## config.mk

```make
export PLATFORM = sky130hd
export DESIGN_NAME = mrc_frame
export DESIGN_NICKNAME = d
export VERILOG_FILES = /design/src/design/mrc_pkg.sv /design/src/design/mrc_frame.sv
export SDC_FILE = /design/constraint.sdc
export NUM_CORES = 1
export LEC_CHECK = 0
export ABC_AREA = 1
export BUFFER_PORTS_ARGS = -buffer_cell sky130_fd_sc_hd__buf_2
export CAP_MARGIN = 20
export CORE_AREA = 2 2 108 110
export CTS_BUF_LIST = sky130_fd_sc_hd__clkbuf_2
export DETAILED_ROUTE_END_ITERATION = 8
export DIE_AREA = 0 0 110 112
export PLACE_DENSITY = 0.66
export SYNTH_ARGS = -nofsm -noshare
export SYNTH_HDL_FRONTEND = slang
export SYNTH_SLANG_ARGS = --single-unit
```

## constraint.sdc

```tcl
create_clock -name clk -period 2 [get_ports clk]
set_clock_uncertainty 0.05 [all_clocks]
set_input_delay 0.1 -clock clk [delete_from_list [all_inputs] [get_ports clk]]
set_output_delay 0.1 -clock clk [all_outputs]
set_load 0.02 [all_outputs]
```

## src/design/mrc_pkg.sv

```systemverilog
`default_nettype none

package mrc_pkg;

	// CRC-16 as used on Modbus RTU lines: reflected polynomial, all-ones seed.
	localparam logic [15:0] CRC_SEED = 16'hFFFF;
	localparam logic [15:0] CRC_POLY = 16'hA001;

	// Frame layout constants.
	localparam logic [3:0] COUNT_MAX     = 4'd15;
	localparam logic [3:0] LEN_MIN       = 4'd5;
	localparam logic [3:0] LEN_EXCEPTION = 4'd5;
	localparam logic [3:0] LEN_READ      = 4'd9;
	localparam logic [3:0] LEN_OTHER     = 4'd8;
	localparam logic [3:0] POS_ADDRESS   = 4'd0;
	localparam logic [3:0] POS_FUNCTION  = 4'd1;
	localparam logic [3:0] POS_THIRD     = 4'd2;
	localparam logic [3:0] POS_VAL_FIRST = 4'd3;
	localparam logic [3:0] POS_VAL_LAST  = 4'd6;
	localparam logic [6:0] READ_FUNCTION = 7'h03;
	localparam logic [7:0] READ_BYTE_CNT = 8'h04;

	// Configuration register indexes.
	localparam logic REG_ADDRESS  = 1'b0;
	localparam logic REG_FUNCTION = 1'b1;

	// Response status codes, in order of precedence after OK.
	localparam logic [3:0] ST_OK        = 4'd0;
	localparam logic [3:0] ST_SHORT     = 4'd1;
	localparam logic [3:0] ST_CRC       = 4'd2;
	localparam logic [3:0] ST_ADDRESS   = 4'd3;
	localparam logic [3:0] ST_EXC_LEN   = 4'd4;
	localparam logic [3:0] ST_EXCEPTION = 4'd5;
	localparam logic [3:0] ST_FUNCTION  = 4'd6;
	localparam logic [3:0] ST_LENGTH    = 4'd7;
	localparam logic [3:0] ST_BYTE_CNT  = 4'd8;

	// Everything the classifier needs to know about a finished frame.
	typedef struct packed {
		logic [3:0]  len;
		logic [15:0] crc;
		logic [7:0]  address;
		logic [7:0]  func;
		logic [7:0]  third;
		logic [31:0] value;
	} frame_sum_t;

	// One classified result.
	typedef struct packed {
		logic [31:0] read_value;
		logic [7:0]  exception_code;
		logic [3:0]  status;
	} result_t;

	// Bytewise CRC update, one bit per step.
	function automatic logic [15:0] crc_update(input logic [15:0] crc, input logic [7:0] b);
		logic [15:0] c;
		c = crc ^ {8'h00, b};
		for (int i = 0; i < 8; i++) begin
			if (c[0]) begin
				c = (c >> 1) ^ CRC_POLY;
			end else begin
				c = c >> 1;
			end
		end
		return c;
	endfunction

endpackage

`default_nettype wire

```

## src/design/mrc_frame.sv

```systemverilog
`default_nettype none

module mrc_frame
	import mrc_pkg::*;
(
	input  wire logic       clk,
	input  wire logic       arst_n,
	input  wire logic       s_tvalid,
	output logic            s_tready,
	input  wire logic [7:0] s_tdata,
	input  wire logic       s_tlast,
	input  wire logic       out_room,
	output logic            res_valid,
	output frame_sum_t      summary
);

	logic        valid_s1;
	logic [7:0]  byte_s1;
	logic        last_s1;
	logic        advance;

	logic [15:0] crc_q;
	logic [3:0]  count_q;
	logic [7:0]  address_q;
	logic [7:0]  func_q;
	logic [7:0]  third_q;
	logic [31:0] value_q;

	frame_sum_t  nxt;

	// The staged byte moves on unless it closes a frame and the result slot is full.
	assign advance  = valid_s1 && (!last_s1 || out_room);
	assign s_tready = !valid_s1 || advance;

	// Input register.
	always_ff @(posedge clk or negedge arst_n) begin
		if (!arst_n) begin
			valid_s1 <= 1'b0;
		end else if (s_tready) begin
			valid_s1 <= s_tvalid;
		end
	end

	always_ff @(posedge clk) begin
		if (s_tready && s_tvalid) begin
			byte_s1 <= s_tdata;
			last_s1 <= s_tlast;
		end
	end

	// Frame state after the staged byte is folded in.
	always_comb begin
		nxt.crc     = crc_update(crc_q, byte_s1);
		nxt.len     = (count_q == COUNT_MAX) ? COUNT_MAX : count_q + 4'd1;
		nxt.address = (count_q == POS_ADDRESS)  ? byte_s1 : address_q;
		nxt.func    = (count_q == POS_FUNCTION) ? byte_s1 : func_q;
		nxt.third   = (count_q == POS_THIRD)    ? byte_s1 : third_q;
		if (count_q >= POS_VAL_FIRST && count_q <= POS_VAL_LAST) begin
			nxt.value = {value_q[23:0], byte_s1};
		end else begin
			nxt.value = value_q;
		end
	end

	assign summary   = nxt;
	assign res_valid = valid_s1 && last_s1;

	// Running frame state; cleared once the closing byte has gone through.
	always_ff @(posedge clk or negedge arst_n) begin
		if (!arst_n) begin
			crc_q     <= CRC_SEED;
			count_q   <= '0;
			address_q <= '0;
			func_q    <= '0;
			third_q   <= '0;
			value_q   <= '0;
		end else if (advance) begin
			if (last_s1) begin
				crc_q     <= CRC_SEED;
				count_q   <= '0;
				address_q <= '0;
				func_q    <= '0;
				third_q   <= '0;
				value_q   <= '0;
			end else begin
				crc_q     <= nxt.crc;
				count_q   <= nxt.len;
				address_q <= nxt.address;
				func_q    <= nxt.func;
				third_q   <= nxt.third;
				value_q   <= nxt.value;
			end
		end
	end

endmodule

`default_nettype wire

```

==> results.ini <==
[outcome]
status = complete, but fails checks
violations = setup timing

[yosys]
synth.cell_area_sq_mm = 0.00493
yosys_warnings = 0
ys_types = 32
netlist_instances = 565
synth-seq-cells = 86
ys_seq_area_share_pct = 45.0
syn_nets = 582
avgSynthCellArea_sq_um = 8.72

[grt]
grt_usage_pct = 23.0
grt-ovfl-total = 0
grt_pass1_wl_um = 21900
grt_antenna_before_repair = 1
grt_pass1_vias = 4358
grt_max_degree = 56

[timing]
rsz0062_at_grt = true
drv_slew = 0
finalCritPeriodShare_pct = 122
worstMarginPinSlew_ns = 0.398
fmax_ghz = 0.409
setup_violations = 66
finalHoldViolations = 0
relSlewSlack_pct = 73.5
min_period_ns = 2.45
setup_slack_ns = -0.447

[final_layout]
nets = 783
multi_input_area_sq_mm = 0.00277
final_common_cell = buf_4
drive_above_1_share_pct = 59.5
final_cell_mix = buf_4 (90), inv_1 (86), buf_6 (72)
utilization_pct = 70.1
seq_area_sq_mm = 0.00222
final_area_sq_mm = 0.00783
fill_cells = 753
synthToLayoutAreaGrowth_pct = 58.9
instances_no_fill = 915

[power_and_ir_drop]
p_sw_share_pct = 43.9
power.leakage_nw = 3.97
power_frac_seq_pct = 24.7
p_sw_w = 0.00439
ir_worst_vdd_uv = 877
clkPwrFrac_pct = 7.5
p_per_area_mw_per_mm2 = 1280
internal_power_w = 0.00561
combPwrFrac_pct = 67.8

[floorplan]
dieArea_sq_mm = 0.0123
start_util_pct = 44.1
fp-row-count = 39
core_sq_mm = 0.0112
die_w_um = 110
dieHeight_um = 112
io_pins = 91

[route]
vias_per_cell = 4.97
dr.pass1.iters = 5
routed_wl_um = 15500
drt-initial-drc-count = 213
drc_errors = 0
vias = 4549
wl_per_cell_um = 16.9
ant_nets = 0

[cts]
cts_buffer_depth = 2
clock-sinks = 86
clk_latency_ns = 0.56
cts_htree_levels = 3
clk_pin_slew_ns = 0.24
cts-root-buf = clkbuf_2
cts_made_buffers = 9
cts_tree = done

[setup_path]
ff2ff_path_depth = 14
path_delay_family = simple AND/OR/NAND/NOR gates
cp-endpoint = summary[56]
r2r_start = count_q[0]$_DFFE_PN0P_
end_kind = output port
path_buf_inv = 3
path_cells = inv_2 > nand2_2 > nand2_4 > nand2_4 > nand2_8 > nand2_4 > inv_2 > nor2_4 > nand2_4 > nand2_4 > nand2_4 > nand3_4 > nand2_2 > buf_6
worstPathArrival_ns = 2.30
crit_type = flip-flop to output port
crit_top_cell = nand2_4
crit_fanout = 4
slowest_delay_ns = 0.62
cp-startpoint = crc_q[5]$_DFFE_PN1P_
reg2reg_slack_ns = -0.03
critPathRequiredTime_ns = 1.85
cp_slowest_cell = dfstp_2
start_kind = flip-flop
cp.depth = 14
worstReg2RegEnd = value_q[27]$_DFFE_PN0P_

[placement]
place.gp.congestion = 0.810
port_buffers = 90
place_area_sq_mm = 0.00550
hpwl_um = 7730
dp.cells = 779

[hold_path]
hold_path_class = input port to asynchronous set/reset pin

[job]
drv_cap = 0

## kinds of logic (layout without fill, tap and decap cells)
group / after synthesis / in the layout / share of synthesized area [%]
compound gates: 136 / 136 / 23.5
buf+inv: 162 / 366 / 13.9
simple gates: 169 / 171 / 15.1
flops: 86 / 86 / 45.0
xor+xnor: 8 / 8 / 1.57
fa+ha+maj: 4 / 4 / 1.02
other cells: 0 / 1 / 0
## sequential cells by signal (all words and copies together) (netlist names)
signal / count
valid_s1: 1
address_q: 8
third_q: 8
crc_q: 16
func_q: 8
value_q: 32
count_q: 4
last_s1: 1
byte_s1: 8
## metal layers
layer  routed length [um]  GRT usage, %  part of all wire [%]  up-vias
li1                     -             -                     -     2170
met1                 6300          28.8                    41     2228
met2                 8160          39.6                    53      118
met3                  625          5.33                   4.0       33
met4                  394          6.16                   2.5        0
met5                    0             0                     0        -
## per-stage QoR
step           total power, W  hold slack, ns  setup slack, ns  TNS, ns
2_1_floorplan         0.00514          -0.246            0.198        0
3_3_place_gp          0.00600          0.0508           0.0624        0
3_5_place_dp          0.00607          0.0509          -0.0150  -0.0881
4_1_cts               0.00874          0.0152           -0.438   -21.61
5_1_grt                0.0105          0.0240           -0.569   -24.58
6_report               0.0100          0.0565           -0.447   -16.55
## Yosys cell counts (all sizes together)
library cell  number  share of area [%]
dfrtp             61                 31
o22ai             35                8.6
edfxtp             9                5.5
nand3              7                1.0
inv              133                 10
or2                1               0.13
clkbuf             8               0.61
a21oi              5               0.51
dfstp             16                8.5
xor2               4               0.71
o21a              24                3.7
ha                 4                1.0
nand2            148                 13
o21ai             62                8.7
buf               21                3.1
o22a               1               0.18
nor2              12               0.97
xnor2              4               0.86
nor3               1               0.10
a22oi              8                1.2
o311ai             1               0.53
## worst min-delay path by stage
stage,cells after the start,endpoint,slack [ns]
after CTS,4,last_s1$_DFFE_PP_,0.02
after global placement,1,value_q[24]$_DFFE_PN0P_,0.05
final,2,crc_q[11]$_DFFE_PN1P_,0.06
after detailed placement,1,value_q[24]$_DFFE_PN0P_,0.05
after global routing,4,last_s1$_DFFE_PP_,0.02
after floorplan,0,address_q[0]$_DFFE_PN0P_,-0.25
## area by class of cell
type / count / area share, %
multi-input combinational: 319 / 35.4
sequential: 86 / 28.3
timing repair buffer: 217 / 26.4
inverter: 133 / 6.47
tap: 143 / 2.29
clock buffer: 11 / 0.703
clock inverter: 5 / 0.336
antenna: 1 / 0.0320
## timing repair
item	4_1_cts	5_1_grt
resized for setup	188	142
cloned	5	2
endpoints found under the setup margin	68	75
setup buffers	71	36
hold endpoints to repair	80	0
hold buffers	13	0
pin swaps	26	39
## power groups by stage
stage / Clock, W / Sequential (W) / Combinational, W
finish: 0.000752 / 0.00247 / 0.00678
floorplan: 0 / 0.00236 / 0.00278
global placement: 0 / 0.00240 / 0.00360
global route: 0.000853 / 0.00250 / 0.00718
detailed placement: 0 / 0.00242 / 0.00365
CTS: 0.000774 / 0.00241 / 0.00556
Note: power is estimated with default switching activity, not from simulation.
